### src/rtl/core/slcd_pkg.sv
// ----------------------------------------------------------------------------
// slcd_pkg
// Shared types, codes and the byte-wide CRC-32 update for the sync-word,
// length-prefixed frame deframer.
// ----------------------------------------------------------------------------
package slcd_pkg;

  // Receive phase, one-hot coded.
  typedef enum logic [3:0] {
    PH_HUNT = 4'b0001,
    PH_CRC  = 4'b0010,
    PH_LEN  = 4'b0100,
    PH_PAY  = 4'b1000
  } slcd_phase_t;

  // Result event codes.
  localparam logic [1:0] EV_PAYLOAD  = 2'd0;
  localparam logic [1:0] EV_CRC_GOOD = 2'd1;
  localparam logic [1:0] EV_CRC_BAD  = 2'd2;
  localparam logic [1:0] EV_OVERSIZE = 2'd3;

  // Register indexes, taken from paddr[2].
  localparam logic REG_SYNC_PATTERN = 1'b0;
  localparam logic REG_MAX_LENGTH   = 1'b1;

  localparam logic [31:0] CRC_POLY = 32'hEDB8_8320;
  localparam logic [31:0] CRC_INIT = 32'hFFFF_FFFF;
  localparam logic [15:0] MAX_LENGTH_RESET = 16'd1024;

  // One result word.
  typedef struct packed {
    logic [15:0] frame_length;
    logic        has_byte;
    logic [7:0]  out_byte;
    logic [1:0]  event_res;
  } slcd_res_t;

  // Reflected CRC-32 update over one byte.
  function automatic logic [31:0] crc_byte(input logic [31:0] crc_in,
                                           input logic [7:0] b);
    logic [31:0] c;
    c = crc_in ^ {24'd0, b};
    for (int i = 0; i < 8; i++) begin
      c = c[0] ? ((c >> 1) ^ CRC_POLY) : (c >> 1);
    end
    return c;
  endfunction

endpackage

### src/rtl/core/slcd_out_buf.sv
// ----------------------------------------------------------------------------
// slcd_out_buf
// Output register with a skid stage. Upstream ready depends only on the
// skid entry, so the result path is registered on both sides.
// ----------------------------------------------------------------------------
module slcd_out_buf (
  input  logic                clk,
  input  logic                rst,
  input  logic                in_valid,
  output logic                in_ready,
  input  slcd_pkg::slcd_res_t in_res,
  output logic                out_valid,
  input  logic                out_ready,
  output slcd_pkg::slcd_res_t out_res
);
  import slcd_pkg::*;

  logic      sk_valid;
  slcd_res_t sk_res;

  assign in_ready = !sk_valid;

  // Control: the output word drains first, then the skid word moves up.
  always_ff @(posedge clk) begin
    if (rst) begin
      out_valid <= 1'b0;
      sk_valid  <= 1'b0;
    end else if (out_ready || !out_valid) begin
      if (sk_valid) begin
        out_valid <= 1'b1;
        sk_valid  <= 1'b0;
      end else begin
        out_valid <= in_valid;
      end
    end else if (in_valid) begin
      sk_valid <= 1'b1;
    end
  end

  // Payload registers.
  always_ff @(posedge clk) begin
    if (out_ready || !out_valid) begin
      out_res <= sk_valid ? sk_res : in_res;
    end else if (in_valid && !sk_valid) begin
      sk_res <= in_res;
    end
  end

endmodule

### src/rtl/core/sync_length_crc32_deframer.sv
// ----------------------------------------------------------------------------
// sync_length_crc32_deframer
// Hunts for a sync word, reads a CRC and length header, streams the payload
// and reports the CRC check at the frame end.
// ----------------------------------------------------------------------------
// One received byte is taken per clock cycle, every cycle, as long as the
// output side keeps up. Each byte is handled in the cycle it is accepted: the
// phase logic and the byte-wide CRC-32 update sit between the state registers
// and a two-word output buffer, whose registers hold each result on its way
// to the master side. Input ready drops only when both output words are
// held by a stalled downstream. Header and hunting bytes give no word; every
// payload byte gives one, and an oversize or zero-length header gives one.
// ----------------------------------------------------------------------------
module sync_length_crc32_deframer (
  input  logic        clk,
  input  logic        rst,
  // Byte stream in.
  input  logic        s_tvalid,
  output logic        s_tready,
  input  logic [7:0]  s_tdata,   // [7:0] in_byte
  // Result stream out.
  output logic        m_tvalid,
  input  logic        m_tready,
  output logic [23:0] m_tdata,   // [7:0] out_byte, [23:8] frame_length
  output logic [2:0]  m_tuser,   // [1:0] event_res, [2] has_byte
  // Configuration port.
  input  logic        psel,
  input  logic        penable,
  input  logic        pwrite,
  input  logic [2:0]  paddr,
  input  logic [31:0] pwdata,
  output logic [31:0] prdata,
  output logic        pready
);
  import slcd_pkg::*;

  logic [31:0] sync_pattern;
  logic [15:0] max_length;

  slcd_phase_t phase, phase_next;
  logic [31:0] sync_shift, sync_shift_next;
  logic [1:0]  header_count, header_count_next;
  logic [31:0] header_shift, header_shift_next;
  logic [31:0] expected_crc, expected_crc_next;
  logic [15:0] payload_length, payload_length_next;
  logic [15:0] payload_count, payload_count_next;
  logic [31:0] running_crc, running_crc_next;

  logic        accept;
  logic        res_valid;
  slcd_res_t   res;
  slcd_res_t   out_res;
  logic [31:0] crc_upd;
  logic [15:0] count_inc;

  // Configuration registers.
  assign pready = 1'b1;

  always_ff @(posedge clk) begin
    if (rst) begin
      sync_pattern <= '0;
      max_length   <= MAX_LENGTH_RESET;
    end else if (psel && penable && pwrite && pready) begin
      unique case (paddr[2])
        REG_SYNC_PATTERN: sync_pattern <= pwdata;
        REG_MAX_LENGTH:   max_length   <= pwdata[15:0];
        default: ;
      endcase
    end
  end

  always_comb begin
    unique case (paddr[2])
      REG_SYNC_PATTERN: prdata = sync_pattern;
      REG_MAX_LENGTH:   prdata = {16'd0, max_length};
      default:          prdata = '0;
    endcase
  end

  assign accept    = s_tvalid && s_tready;
  assign crc_upd   = crc_byte(running_crc, s_tdata);
  assign count_inc = payload_count + 16'd1;

  // Per-byte phase logic.
  always_comb begin
    phase_next          = phase;
    sync_shift_next     = sync_shift;
    header_count_next   = header_count;
    header_shift_next   = header_shift;
    expected_crc_next   = expected_crc;
    payload_length_next = payload_length;
    payload_count_next  = payload_count;
    running_crc_next    = running_crc;
    res_valid           = 1'b0;
    res                 = '0;

    unique case (phase)
      PH_HUNT: begin
        sync_shift_next = {s_tdata, sync_shift[31:8]};
        if (sync_shift_next == sync_pattern) begin
          phase_next        = PH_CRC;
          header_count_next = 2'd0;
        end
      end

      PH_CRC: begin
        header_shift_next = {s_tdata, header_shift[31:8]};
        if (header_count == 2'd3) begin
          expected_crc_next = header_shift_next;
          header_count_next = 2'd0;
          phase_next        = PH_LEN;
        end else begin
          header_count_next = header_count + 2'd1;
        end
      end

      PH_LEN: begin
        header_shift_next = {s_tdata, header_shift[31:8]};
        if (header_count != 2'd3) begin
          header_count_next = header_count + 2'd1;
        end else begin
          header_count_next = 2'd0;
          if (header_shift_next > {16'd0, max_length}) begin
            // Oversize frame: report the saturated length and drop it.
            res_valid          = 1'b1;
            res.event_res      = EV_OVERSIZE;
            res.frame_length   = (|header_shift_next[31:16]) ? 16'hFFFF
                                                             : header_shift_next[15:0];
            phase_next         = PH_HUNT;
            sync_shift_next    = '0;
          end else begin
            payload_length_next = header_shift_next[15:0];
            payload_count_next  = 16'd0;
            running_crc_next    = CRC_INIT;
            if (header_shift_next[15:0] == 16'd0) begin
              // Empty payload: its CRC is zero.
              res_valid       = 1'b1;
              res.event_res   = (expected_crc == 32'd0) ? EV_CRC_GOOD : EV_CRC_BAD;
              phase_next      = PH_HUNT;
              sync_shift_next = '0;
            end else begin
              phase_next = PH_PAY;
            end
          end
        end
      end

      PH_PAY: begin
        running_crc_next   = crc_upd;
        payload_count_next = count_inc;
        res_valid          = 1'b1;
        res.out_byte       = s_tdata;
        res.has_byte       = 1'b1;
        res.frame_length   = payload_length;
        if (count_inc == payload_length) begin
          res.event_res   = ((~crc_upd) == expected_crc) ? EV_CRC_GOOD : EV_CRC_BAD;
          phase_next      = PH_HUNT;
          sync_shift_next = '0;
        end else begin
          res.event_res = EV_PAYLOAD;
        end
      end

      default: begin
        phase_next = PH_HUNT;
      end
    endcase
  end

  // State registers, updated on each accepted byte.
  always_ff @(posedge clk) begin
    if (rst) begin
      phase          <= PH_HUNT;
      sync_shift     <= '0;
      header_count   <= '0;
      header_shift   <= '0;
      expected_crc   <= '0;
      payload_length <= '0;
      payload_count  <= '0;
      running_crc    <= CRC_INIT;
    end else if (accept) begin
      phase          <= phase_next;
      sync_shift     <= sync_shift_next;
      header_count   <= header_count_next;
      header_shift   <= header_shift_next;
      expected_crc   <= expected_crc_next;
      payload_length <= payload_length_next;
      payload_count  <= payload_count_next;
      running_crc    <= running_crc_next;
    end
  end

  // Output buffer.
  slcd_out_buf u_out_buf (
    .clk       (clk),
    .rst       (rst),
    .in_valid  (accept && res_valid),
    .in_ready  (s_tready),
    .in_res    (res),
    .out_valid (m_tvalid),
    .out_ready (m_tready),
    .out_res   (out_res)
  );

  assign m_tdata = {out_res.frame_length, out_res.out_byte};
  assign m_tuser = {out_res.has_byte, out_res.event_res};

  // The payload counter never reaches the frame length inside a frame.
  a_pay_count: assert property (@(posedge clk) disable iff (rst)
    phase == PH_PAY |-> (payload_count < payload_length))
    else $error("payload count reached length inside payload phase");

  // Header byte counter is idle outside the header phases.
  a_hdr_idle: assert property (@(posedge clk) disable iff (rst)
    (phase == PH_HUNT || phase == PH_PAY) |-> header_count == 2'd0)
    else $error("header count not zero outside header phases");

  // A payload phase starts with a fresh CRC and count.
  a_pay_start: assert property (@(posedge clk) disable iff (rst)
    ($past(phase) == PH_LEN && phase == PH_PAY) |->
      (running_crc == CRC_INIT && payload_count == 16'd0 && payload_length != 16'd0))
    else $error("payload phase entered without fresh CRC state");

  // A dropped frame carries no byte.
  a_drop_nobyte: assert property (@(posedge clk) disable iff (rst)
    (m_tvalid && out_res.event_res == EV_OVERSIZE) |->
      (!out_res.has_byte && out_res.out_byte == 8'd0))
    else $error("oversize result carries a byte");

endmodule

### config.mk
export PLATFORM = sky130hd
export DESIGN_NAME = sync_length_crc32_deframer
export DESIGN_NICKNAME = d
export VERILOG_FILES = /design/src/rtl/core/slcd_pkg.sv /design/src/rtl/core/slcd_out_buf.sv /design/src/rtl/core/sync_length_crc32_deframer.sv
export SDC_FILE = /design/constraint.sdc
export NUM_CORES = 1
export LEC_CHECK = 0
export BUFFER_PORTS_ARGS = -buffer_cell sky130_fd_sc_hd__buf_4
export CAP_MARGIN = 5
export CORE_MARGIN = 4
export CORE_UTILIZATION = 30
export CTS_CLUSTER_SIZE = 8
export DETAILED_ROUTE_END_ITERATION = 7
export PLACE_DENSITY_LB_ADDON = 0.05
export SYNTH_ARGS = -nofsm -noshare
export SYNTH_HDL_FRONTEND = slang
export SYNTH_SLANG_ARGS = --single-unit
### constraint.sdc
create_clock -name clk -period 10.6 [get_ports clk]
set_input_delay 2.12 -clock clk [delete_from_list [all_inputs] [get_ports clk]]
set_output_delay 2.12 -clock clk [all_outputs]
set_load 0.005 [all_outputs]
== Word level (Yosys, flattened, before mapping) ==
Cells that the tools add are included.

* Register bits: 270
* Input port bits: 50
* Logic and storage cells: 127

* Reductions and logical operators: 26
* Eq/ne operators: 15
* Bitwise gates (word level): 14
* Order comparisons: 1
* Muxes and demuxes: 49
* Add/subtract/negate cells: 2

{| class="wikitable"
|+ Operator list
! cell !! count
|-
| 2-to-1 mux 32 bit || 14
|-
| one-hot mux 32 bit (2 select lines) || 2
|-
| NOT 13 -> 14 bit || 8
|-
| one-hot mux 32 bit (3 select lines) || 1
|-
| 2-to-1 mux 16 bit || 5
|-
| equality test 32 bit || 2
|-
| one-hot mux 16 bit (2 select lines) || 2
|-
| greater-than comparator 32 x 16 -> 1 bit || 1
|-
| zero test 32 bit || 1
|-
| NOT 32 bit || 1
|-
| XOR 32 x 8 -> 32 bit || 1
|-
| 2-to-1 mux 27 bit || 1
|-
| 2-to-1 mux 4 bit || 6
|-
| 2-to-1 mux 2 bit || 9
|-
| adder 16 x 1 -> 16 bit, second input constant || 1
|-
| equality test 16 bit || 1
|-
| zero test 16 bit || 1
|-
| one-hot mux 4 bit (4 select lines) || 1
|-
| OR reduction 16 bit || 1
|-
| inequality test 2 bit, second input constant || 6
|-
| AND reduction 5 bit || 2
|-
| 2-to-1 mux 9 bit || 1
|-
| AND reduction 2 bit || 4
|-
| AND reduction 4 bit || 2
|-
| 19 further kinds || 33
|}

== Depth between registers and ports, before layout ==
Gate-level depths: netlist of run 1.

* Depth in word-level cells: 23
* Gate-level depth with buffers: 12
* Gate-level depth less buffers: 10

== Cells and area by module ==
Synthesis of run 1 repeated with hierarchy kept, for this count alone.

* Cell total of the unflattened synthesis: 1,356
* Area, all modules: 12,618.4 µm²

{| class="wikitable"
|+ By module, submodules not included
! module !! cells an instance !! area an instance (µm²) !! instances
|-
| sync_length_crc32_deframer || 1,264 || 10,483.8 || 1
|-
| slcd_out_buf || 92 || 2,134.5 || 1
|}

== Worst setup path before layout of run 1 ==
Ideal clock, no wire load.

* Path type: input -> register
* Start point: input s_tdata[4]
* End point: register u_out_buf.sk_res[0] in the netlist's numbering, enable pin
* Slack: 4.909 ns
* Arrival: 5.241 ns
* Data required time: 10.149 ns
* Stages on the path: 8
* Buffers on the path: 2
* Cells stage by stage: clkbuf_1 nor4_1 nand4_1 clkbuf_1 nor2_1 a21oi_1 nor2_1 nor3b_1

* Cells in the longest elaborated chain, start to end: 7

{| class="wikitable"
|+ RTL lines
! item !! RTL line !! text
|-
| start, declared || sync_length_crc32_deframer.sv:20 || <nowiki>input logic [7:0] s_tdata,</nowiki>
|-
| greater-than comparator 32 x 16 -> 1 bit || sync_length_crc32_deframer.sv:123 || <nowiki>if (header_shift_next > {16'd0, max_length}) begin</nowiki>
|-
| 2-to-1 mux 1 bit || sync_length_crc32_deframer.sv:123 ||
|-
| 2-to-1 mux 1 bit || sync_length_crc32_deframer.sv:119 || <nowiki>if (header_count != 2'd3) begin</nowiki>
|-
| one-hot mux 1 bit (2 select lines) || sync_length_crc32_deframer.sv:97 || <nowiki>unique case (phase)</nowiki>
|-
| logical AND 1 bit || sync_length_crc32_deframer.sv:197 || <nowiki>.in_valid (accept && res_valid),</nowiki>
|-
| logical AND 1 bit || slcd_out_buf.sv:44 || <nowiki>end else if (in_valid && !sk_valid) begin</nowiki>
|-
| AND reduction 2 bit (no line) || - ||
|-
| end signal, assigned || slcd_out_buf.sv:45 || <nowiki>sk_res <= in_res;</nowiki>
|-
| end, declared || slcd_out_buf.sv:19 || <nowiki>slcd_res_t sk_res;</nowiki>
|}

No other way between the ends.
A chain may end at the register's enable or synchronous reset.

== Worst setup path after layout of run 1 ==
* Start point: input paddr[2]
* End point: output prdata[0]

* Cells in the longest elaborated chain, start to end: 2

{| class="wikitable"
|+ RTL lines
! item !! RTL line !! text
|-
| start, declared || sync_length_crc32_deframer.sv:30 || <nowiki>input logic [2:0] paddr,</nowiki>
|-
| NOT 1 bit (no line) || - ||
|-
| one-hot mux 32 bit (2 select lines) * || sync_length_crc32_deframer.sv:73 || <nowiki>unique case (paddr[2])</nowiki>
|-
| end, declared || sync_length_crc32_deframer.sv:32 || <nowiki>output logic [31:0] prdata,</nowiki>
|}

Every way passes the cells marked *; elsewhere a longest branch is shown, timed or not.

==> impl_metrics.json, run 1 <==
{
  "dieArea_mm2": 0.0463,
  "post-synth-top-count-cell": "nand2_1",
  "fin_hold_ws_ps": 467,
  "ys_async_sr_fraction_pct": 0,
  "vdd_drop_max_mv": 0.0858,
  "arrival_ps": 3100,
  "end_kind": "output pin",
  "syn_to_final_growth_pct": 18.0,
  "rsz0062_at_grt": "no",
  "swShare_pct": 24.4,
  "yosysTopAreaCell": "dfxtp_1",
  "fin_skew_ps": 11.3,
  "leakagePower_uw": 0.00577,
  "cp_max_fo": 35,
  "reg2reg_from": "header_shift[13]$_SDFFE_PP0P_",
  "clock_path_buffers": 3,
  "drtAntennaViolNets": 0,
  "path_cells": "buf_4 -> mux2_2 -> buf_4",
  "grt_pass1_wl_mm": 63.3,
  "antenna_found_initial": 0,
  "yosys_register_bits": 254,
  "synthFlopType": "dfxtp_1",
  "synth_cell_type_count": 77,
  "rows": 75,
  "finalSetupViolCount": 0,
  "cts_resized": 0,
  "wl_met3_mm": 1.70,
  "grt_max_degree": 83,
  "hold_path_end": "max_length[3]$_SDFFE_PP0P_",
  "highest_layer": "met4",
  "r2r_slack_ps": 6450,
  "cts_num_sinks": 254,
  "hold_class": "reg2reg",
  "cp_slowest_stage_delay_ps": 420,
  "pwr-share-seq_pct": 44.4,
  "drv_cap": 0,
  "postSynthAreaPerCell_um2": 9.20,
  "worst_r2r_endpoint": "u_out_buf.out_res[26]$_DFFE_PP_",
  "final_nets": 1556,
  "via_count": 10100,
  "gp_congestion": 0.818,
  "p_sw_uw": 554,
  "synth_top_area_share_pct": 31.1,
  "path_class": "in2out",
  "drc": 0,
  "ys_top_cells_by_area": "dfxtp_1 (31%), edfxtp_1 (13%), nand2_1 (8.3%)",
  "power_frac_comb_pct": 8.7,
  "via_per_inst": 4.96,
  "antenna_cells": 0,
  "cts_tree": "done",
  "place_hpwl_mm": 28.3,
  "synth_area_mm2": 0.0129,
  "final_core_util_pct": 36.0,
  "fmax_mhz": 192,
  "cpMostUsedCell": "buf_4",
  "clock_power_share_pct": 46.9,
  "yosys-top-cells-count": "nand2_1 (285), dfxtp_1 (200), a21oi_1 (129), nor2_1 (77), xnor2_1 (69)",
  "p_per_area_mw_per_mm2": 149,
  "drive_gt1_share_pct": 15.8,
  "detail_route.first_pass.iterations": 5,
  "drt_wl_total_mm": 40.8,
  "post-cts-setup-buffers": 0,
  "met2_length_mm": 18.9,
  "yosysWarnings": 0,
  "tightest_slew_ps": 1170,
  "root_buffer": "clkbuf_16",
  "synth_edf_count": 54,
  "wl_per_cell_um": 20.0,
  "grtUsageTotal_pct": 17.4,
  "ys_seq_area_share_pct": 43.6,
  "core_mm2": 0.0422,
  "drt_iter0_drc": 545,
  "die-height_um": 215,
  "r2r.worst_path.cells": 9,
  "fin_crit_ps": 5220,
  "startpoint_type": "primary input",
  "synthesis.nets": 1469,
  "n_fill_cell": 4311,
  "hold_buffers": 0,
  "timing_max_transition_violations_final": 0,
  "pin_count": 112,
  "grt-ovfl-total": 0,
  "slew_headroom_pct": 21.9,
  "worstPathRequired_ps": 8480,
  "cts_made_buffers": 37,
  "status": "completed",
  "postSynthCellCount": 1401,
  "port_buffers": 108,
  "min_period_over_period_pct": 49.2,
  "clk_latency_ps": 540,
  "initial_core_util_pct": 30.5,
  "grt_pass1_vias": 10300,
  "clkTransAtPathRegs_ps": 50,
  "die_x_um": 215,
  "finalSetupTns_ps": 0,
  "p_int_uw": 1710,
  "holdPathStages": 2,
  "wl_met1_mm": 19.3,
  "worstHoldStart": "max_length[3]$_SDFFE_PP0P_",
  "crit_slowest_cell": "mux2_2",
  "htreeDepth": 2,
  "finalHoldViolations": 0
}
power by group through the flow:
| stage | logic [µW] | clock network [µW] | registers [µW] |
|---|---|---|---|
| 2_1_floorplan | 142 | 0 | 1020 |
| 3_3_place_gp | 200 | 0 | 1030 |
| 3_5_place_dp | 200 | 0 | 1030 |
| 4_1_cts | 201 | 1110 | 1010 |
| 5_1_grt | 217 | 1150 | 1010 |
| 6_report | 198 | 1060 | 1010 |
sequential cells by signal, summed over array words and instances, names as in the netlist:
signal and cells:
header_shift 24, expected_crc 32, u_out_buf.sk_valid 1, u_out_buf.out_valid 1
payload_length 16, header_count 2, max_length 16, payload_count 16
u_out_buf.out_res 27, sync_pattern 32, phase 4, u_out_buf.sk_res 27
sync_shift 24, running_crc 32
worst max-delay path: cells and delay by family:
kind / cells / cell delay, ps
muxes: 1 / 420
buffers and inverters: 2 / 540
cells in the final DEF (no fill, tap or decap), types with 6 or more instances in the layout:
cell	Yosys	final
nor2_1	77	74
buf_4	1	128
edfxtp_1	54	54
nor3_1	10	8
xnor2_1	69	69
dfxtp_1	200	200
clkbuf_16	0	37
and3_1	7	7
or3_1	8	8
xor2_1	66	66
mux2_2	41	41
xnor3_1	12	12
nand3b_1	10	10
o21ai_0	34	34
nand3_1	11	11
clkbuf_1	57	12
and2_1	14	14
nand2_1	285	285
o21ai_1	12	12
a2bb2oi_1	26	26
inv_1	25	25
nor2b_1	22	22
ha_1	18	18
nor4_1	30	29
a2111oi_0	6	6
a21oi_1	129	129
mux2i_1	56	56
o31ai_1	6	6
nand4_1	17	17
layout make-up:
class	count	area (µm²)	area share [%]
Timing Repair Buffer	128	961	6.32
Sequential cell	254	5630	37.0
Clock buffer	49	971	6.38
Inverter	26	97.6	0.642
Multi-Input combinational cell	1041	6860	45.1
Tap cell	539	674	4.43
Clock inverter	2	17.5	0.115
metrics by stage:
step / std cells / total power, µW / setup slack, ps / cell area [µm²]
6_report: 2039 / 2270 / 5380 / 15200
5_1_grt: 2039 / 2370 / 5350 / 15200
4_1_cts: 2039 / 2310 / 5380 / 15200
3_5_place_dp: 1988 / 1230 / 5350 / 14200
3_3_place_gp: 1988 / 1230 / 5300 / 14200
2_1_floorplan: 1401 / 1160 / 4910 / 12900
cell families after synthesis:
logic type | count (synthesis) | share of synthesized area [%]
XOR/XNOR | 157 | 12.9
other | 1 | 0.0291
flip-flops | 254 | 43.6
AND/OR/NAND/NOR | 518 | 18.5
adder cells (fa/ha/maj) | 18 | 1.75
AO/OA/AOI/OAI | 250 | 11.9
buffers and inverters | 106 | 3.36
multiplexers | 97 | 7.93
how the worst max path moves through the flow:
stage                    start                             end  slack [ps]
floorplan           s_tdata[4]   u_out_buf.sk_res[0]$_DFFE_PP_        4910
detailed placement  s_tdata[0]  u_out_buf.out_res[1]$_DFFE_PP_        5350
global placement    s_tdata[0]  u_out_buf.out_res[1]$_DFFE_PP_        5300
finish                paddr[2]                       prdata[0]        5380
global route          paddr[2]                       prdata[0]        5350
CTS                   paddr[2]                       prdata[0]        5380
layer usage:
| layer | track usage (%) | up-vias |
|---|---|---|
| li1 | - | 5037 |
| met1 | 23.8 | 4818 |
| met2 | 28.3 | 196 |
| met3 | 3.25 | 56 |
| met4 | 5.02 | 0 |
| met5 | 0 | - |
Power figures use the tool's default switching activity.
==> run 2: changes to the inputs <==
==> constraint.sdc (replaced) <==
create_clock -name clk -period 4.85 [get_ports clk]
set_input_delay 0.97 -clock clk [delete_from_list [all_inputs] [get_ports clk]]
set_output_delay 0.97 -clock clk [all_outputs]
set_load 0.005 [all_outputs]
==> run 2 against run 1 <==
Setup slack worse by 4200 ps. Clock-buffer cell count fell by 1. Clock skew is 2.6 ps higher. Total power increased by 120%. Global-route usage increased by 0.052 points. Utilization up 0.20 points. Hold slack hardly changed. Cell count up 0.44%. Largest cell class unchanged.
==> impl_metrics.json, run 2 (synthesis gave the netlist of run 1 again) <==
{
  "antenna_cells": 0,
  "wl_per_cell_um": 20.0,
  "reg2reg_from": "payload_count[0]$_SDFFE_PP0P_",
  "syn_to_final_growth_pct": 18.6,
  "place_hpwl_mm": 28.9,
  "placed_cells": 1998,
  "worst_r2r_endpoint": "sync_shift[27]$_SDFFE_PP0P_",
  "layout_common_cells": "nand2_1 (285), dfxtp_1 (200), buf_4 (137), a21oi_1 (129), nor2_1 (74)",
  "initial_core_util_pct": 30.5,
  "grt-ovfl-total": 0,
  "drc": 0,
  "root_buffer": "clkbuf_16",
  "clock_path_buffers": 3,
  "finalSetupTns_ps": 0,
  "grtUsageTotal_pct": 17.5,
  "r2r_slack_ps": 1200,
  "arrival_ps": 4120,
  "finalHoldViolations": 0,
  "drtAntennaViolNets": 0,
  "pin_count": 112,
  "hold_path_end": "sync_shift[13]$_SDFFE_PP0P_",
  "crit_slowest_cell": "a2111oi_4",
  "holdPathStages": 2,
  "finalSetupViolCount": 0,
  "core_mm2": 0.0422,
  "leakagePower_uw": 0.00582,
  "drive_gt1_share_pct": 16.4,
  "min_period_over_period_pct": 75.3,
  "slew_headroom_pct": 40.3,
  "worstHoldStart": "sync_shift[13]$_SDFFE_PP0P_",
  "p_per_area_mw_per_mm2": 323,
  "total_power_uw": 4950,
  "final_nets": 1566,
  "cts_resized": 0,
  "seq_area_mm2": 0.00563,
  "grt_max_degree": 74,
  "dieArea_mm2": 0.0463,
  "rows": 75,
  "gp_congestion": 0.799,
  "antenna_found_initial": 0,
  "htreeDepth": 2,
  "grt_pass1_wl_mm": 63.3,
  "status": "completed",
  "cp_slowest_stage_delay_ps": 570,
  "via_per_inst": 4.95,
  "r2r.worst_path.cells": 10,
  "cts_num_sinks": 254,
  "tightest_slew_ps": 890,
  "layout_setup_ws_ps": 1200,
  "die_x_um": 215,
  "hold_buffers": 0,
  "post-cts-setup-buffers": 0,
  "reg_top3": "expected_crc: 32 flops, running_crc: 32 flops, sync_pattern: 32 flops",
  "path_cells": "ha_1 -> nand4_1 -> nor4_4 -> nand3_2 -> or3_1 -> a2111oi_4 -> nor2_2 -> nor3_4 -> buf_4 -> mux2i_1",
  "worstPathRequired_ps": 5310,
  "vdd_drop_max_mv": 0.177,
  "clkTransAtPathRegs_ps": 60,
  "detail_route.first_pass.iterations": 5,
  "cts_made_buffers": 37,
  "via_count": 10100,
  "clk_latency_ps": 540,
  "n_fill_cell": 4366,
  "fmax_mhz": 274,
  "hold_class": "reg2reg",
  "die-height_um": 215,
  "grt_pass1_vias": 10200,
  "timing_max_transition_violations_final": 0,
  "fin_crit_ps": 3650,
  "fin_skew_ps": 13.9,
  "cts_tree": "done",
  "port_buffers": 108,
  "rsz0062_at_grt": "no",
  "drt_iter0_drc": 585,
  "path_class": "reg2reg",
  "final_common_cell": "nand2_1",
  "startpoint_type": "flop",
  "place_ws_ps": 844,
  "multiInputGateArea_mm2": 0.00686,
  "end_kind": "flop",
  "drt_wl_total_mm": 40.9,
  "cp_max_fo": 24,
  "drv_cap": 0,
  "layout.cells.non_filler": 2048
}
## run 2: cell types whose count changed in the layout (fill, tap and decap cells not counted)
cell,previous run,this run
buf_12,0,1
buf_4,128,137
clkbuf_1,12,11
## run 2: where the power goes
part	internal (µW)	switching (µW)
logic	190	240
clock network	1380	940
registers	2170	24.6
## run 2: worst max path at each step
| stage | startpoint | endpoint | cells after the start |
|---|---|---|---|
| 2_1_floorplan | s_tdata[4] | u_out_buf.sk_res[0]$_DFFE_PP_ | 8 |
| 3_3_place_gp | s_tdata[4] | u_out_buf.out_res[1]$_DFFE_PP_ | 9 |
| 3_5_place_dp | s_tdata[4] | u_out_buf.out_res[1]$_DFFE_PP_ | 9 |
| 4_1_cts | payload_count[0]$_SDFFE_PP0P_ | sync_shift[13]$_SDFFE_PP0P_ | 10 |
| 5_1_grt | payload_count[0]$_SDFFE_PP0P_ | sync_shift[21]$_SDFFE_PP0P_ | 10 |
| 6_report | payload_count[0]$_SDFFE_PP0P_ | sync_shift[27]$_SDFFE_PP0P_ | 10 |
## run 2: metrics by stage
step	hold WS [ps]	instance area (µm²)	utilization (%)
2_1_floorplan	438	12900	-
3_3_place_gp	458	14300	33.9
3_5_place_dp	463	14300	33.9
4_1_cts	469	15300	36.2
5_1_grt	490	15300	36.2
6_report	467	15300	36.2
## run 2: layout make-up
class	count	share of cell area [%]
clock buffer	48	6.33
clock inverter	2	0.115
inverter	26	0.638
multi-input combinational	1041	44.9
sequential	254	36.8
tap	539	4.41
timing repair buffer	138	6.86
## run 2: layer usage
metal,vias up,track usage (%),wire length (µm)
li1,5050,-,-
met1,4823,24.5,19800
met2,207,28.2,18700
met3,48,2.97,1670
met4,0,4.25,714
met5,-,0,0
## run 2: worst max-delay path, delay by kind of cell (launching register included)
family                   cells  cell delay, ps
flip-flops                   1             480
AND/OR/NAND/NOR              6            1490
multiplexers                 1             230
buffers and inverters        1             410
AO/OA/AOI/OAI                1             570
adder cells (fa/ha/maj)      1             340
==> run 3: changes to the inputs <==
==> constraint.sdc (replaced) <==
create_clock -name clk -period 3.8 [get_ports clk]
set_input_delay 0.76 -clock clk [delete_from_list [all_inputs] [get_ports clk]]
set_output_delay 0.76 -clock clk [all_outputs]
set_load 0.005 [all_outputs]
==> run 3 against run 2 <==
Die area is the same. Clock skew grew 18 ps. First-iteration DRC count shrank 7.4%. Sequential cell count is the same. Via count grew 1.3%. Critical path type unchanged. Total power grew 31%. Utilization grew 0.91 points. Global-route usage grew 0.45 points. Largest cell class unchanged. Sequential power grew 28%. Setup slack lost 810 ps.
==> impl_metrics.json, run 3 (synthesis gave the netlist of run 1 again) <==
{
  "drtAntennaViolNets": 0,
  "detail_route.first_pass.iterations": 5,
  "reg2reg_from": "payload_count[1]$_SDFFE_PP0P_",
  "status": "completed",
  "pin_count": 112,
  "holdPathStages": 3,
  "p_per_area_mw_per_mm2": 415,
  "hold_class": "in2reg",
  "grt_pass1_vias": 10400,
  "rsz0062_at_grt": "no",
  "cts_tree": "done",
  "r2r_slack_ps": 390,
  "startpoint_type": "flop",
  "core_mm2": 0.0422,
  "fmax_mhz": 293,
  "finalSetupViolCount": 0,
  "timing_max_transition_violations_final": 0,
  "drive_gt1_share_pct": 18.6,
  "slew_headroom_pct": 38.4,
  "dieArea_mm2": 0.0463,
  "grt_max_degree": 80,
  "post-cts-setup-buffers": 0,
  "fin_crit_ps": 3410,
  "via_per_inst": 4.91,
  "finalSetupTns_ps": 0,
  "antenna_found_initial": 0,
  "place_ws_ps": 200,
  "cp_max_fo": 7,
  "r2r.worst_path.cells": 8,
  "final_nets": 1605,
  "layout_common_cells": "nand2_1 (285), dfxtp_1 (200), buf_4 (174), a21oi_1 (129), nor2_1 (74)",
  "cts_resized": 0,
  "rows": 75,
  "worstPathRequired_ps": 4240,
  "place_hpwl_mm": 30.2,
  "drc": 0,
  "syn_to_final_growth_pct": 21.6,
  "root_buffer": "clkbuf_16",
  "end_kind": "flop",
  "grt-ovfl-total": 0,
  "wl_per_cell_um": 20.0,
  "finalHoldViolations": 0,
  "initial_core_util_pct": 30.5,
  "reg_top3": "expected_crc: 32 flops, running_crc: 32 flops, sync_pattern: 32 flops",
  "vdd_drop_max_mv": 0.310,
  "tightest_slew_ps": 918,
  "fin_skew_ps": 32.3,
  "cts_made_buffers": 38,
  "gp_congestion": 0.820,
  "worst_r2r_endpoint": "phase[0]$_SDFFE_PP1P_",
  "hold_buffers": 0,
  "die-height_um": 215,
  "layout_setup_ws_ps": 388,
  "arrival_ps": 3850,
  "startpoint": "payload_count[1]$_SDFFE_PP0P_",
  "port_buffers": 108,
  "via_count": 10300,
  "n_fill_cell": 4333,
  "drt_wl_total_mm": 41.9,
  "drt_iter0_drc": 542,
  "path_class": "reg2reg",
  "grtUsageTotal_pct": 17.9,
  "htreeDepth": 2,
  "min_period_over_period_pct": 89.8,
  "grt_pass1_wl_mm": 64.9,
  "die_x_um": 215,
  "clk_latency_ps": 550,
  "clkTransAtPathRegs_ps": 50,
  "cts_num_sinks": 254,
  "leakagePower_uw": 0.00607,
  "antenna_cells": 0,
  "drv_cap": 0,
  "clock_path_buffers": 3,
  "final_common_cell": "nand2_1",
  "crit_end": "phase[0]$_SDFFE_PP1P_"
}
run 3: critical path, cell delays in order, from the launching register on:
cell       delay [ps]
dfxtp_1           400
ha_1              330
nand4_1           280
nor4_4            390
nand3_2           140
or3_1             380
a2111oi_4         580
o221ai_1          370
o32a_1            430
run 3: worst min path at each step:
stage,from,end,slack [ps]
2_1_floorplan,running_crc[29]$_SDFFE_PP1P_,running_crc[29]$_SDFFE_PP1P_,440
3_3_place_gp,running_crc[29]$_SDFFE_PP1P_,running_crc[29]$_SDFFE_PP1P_,450
3_5_place_dp,sync_shift[15]$_SDFFE_PP0P_,sync_shift[15]$_SDFFE_PP0P_,460
4_1_cts,pwdata[17],sync_pattern[17]$_SDFFE_PP0P_,420
5_1_grt,pwdata[17],sync_pattern[17]$_SDFFE_PP0P_,440
6_report,pwdata[17],sync_pattern[17]$_SDFFE_PP0P_,450
run 3: area by class of cell:
class / instances / area, µm² / share of cell area, %
inverter: 26 / 97.6 / 0.623
timing repair buffer: 176 / 1350 / 8.59
tap: 539 / 674 / 4.30
sequential: 254 / 5630 / 35.9
multi-input combinational: 1041 / 6870 / 43.8
clock inverter: 3 / 41.3 / 0.263
clock buffer: 52 / 1020 / 6.54
run 3: through the flow:
stage	total power, µW	area, µm²	utilization (%)	std cells	hold WS [ps]
finish	6500	15700	37.1	2091	452
global route	6770	15700	37.1	2091	439
CTS	6610	15700	37.1	2091	423
detailed placement	3450	14600	34.6	2036	460
global placement	3460	14600	34.6	2036	455
floorplan	3240	12900	-	1401	438
run 3: where the power goes:
group          internal, µW  total, µW  switching, µW
clock network          1860       3100           1240
registers              2780       2810           31.4
logic                   272        588            317
run 3: routing by layer:
metal | up-vias | share of wire [%] | track usage [%]
met2 | 197 | 46 | 28.8
met4 | 0 | 1.9 | 4.87
met3 | 47 | 3.9 | 2.84
met1 | 4903 | 48 | 25.1
met5 | - | 0 | 0
li1 | 5115 | - | -
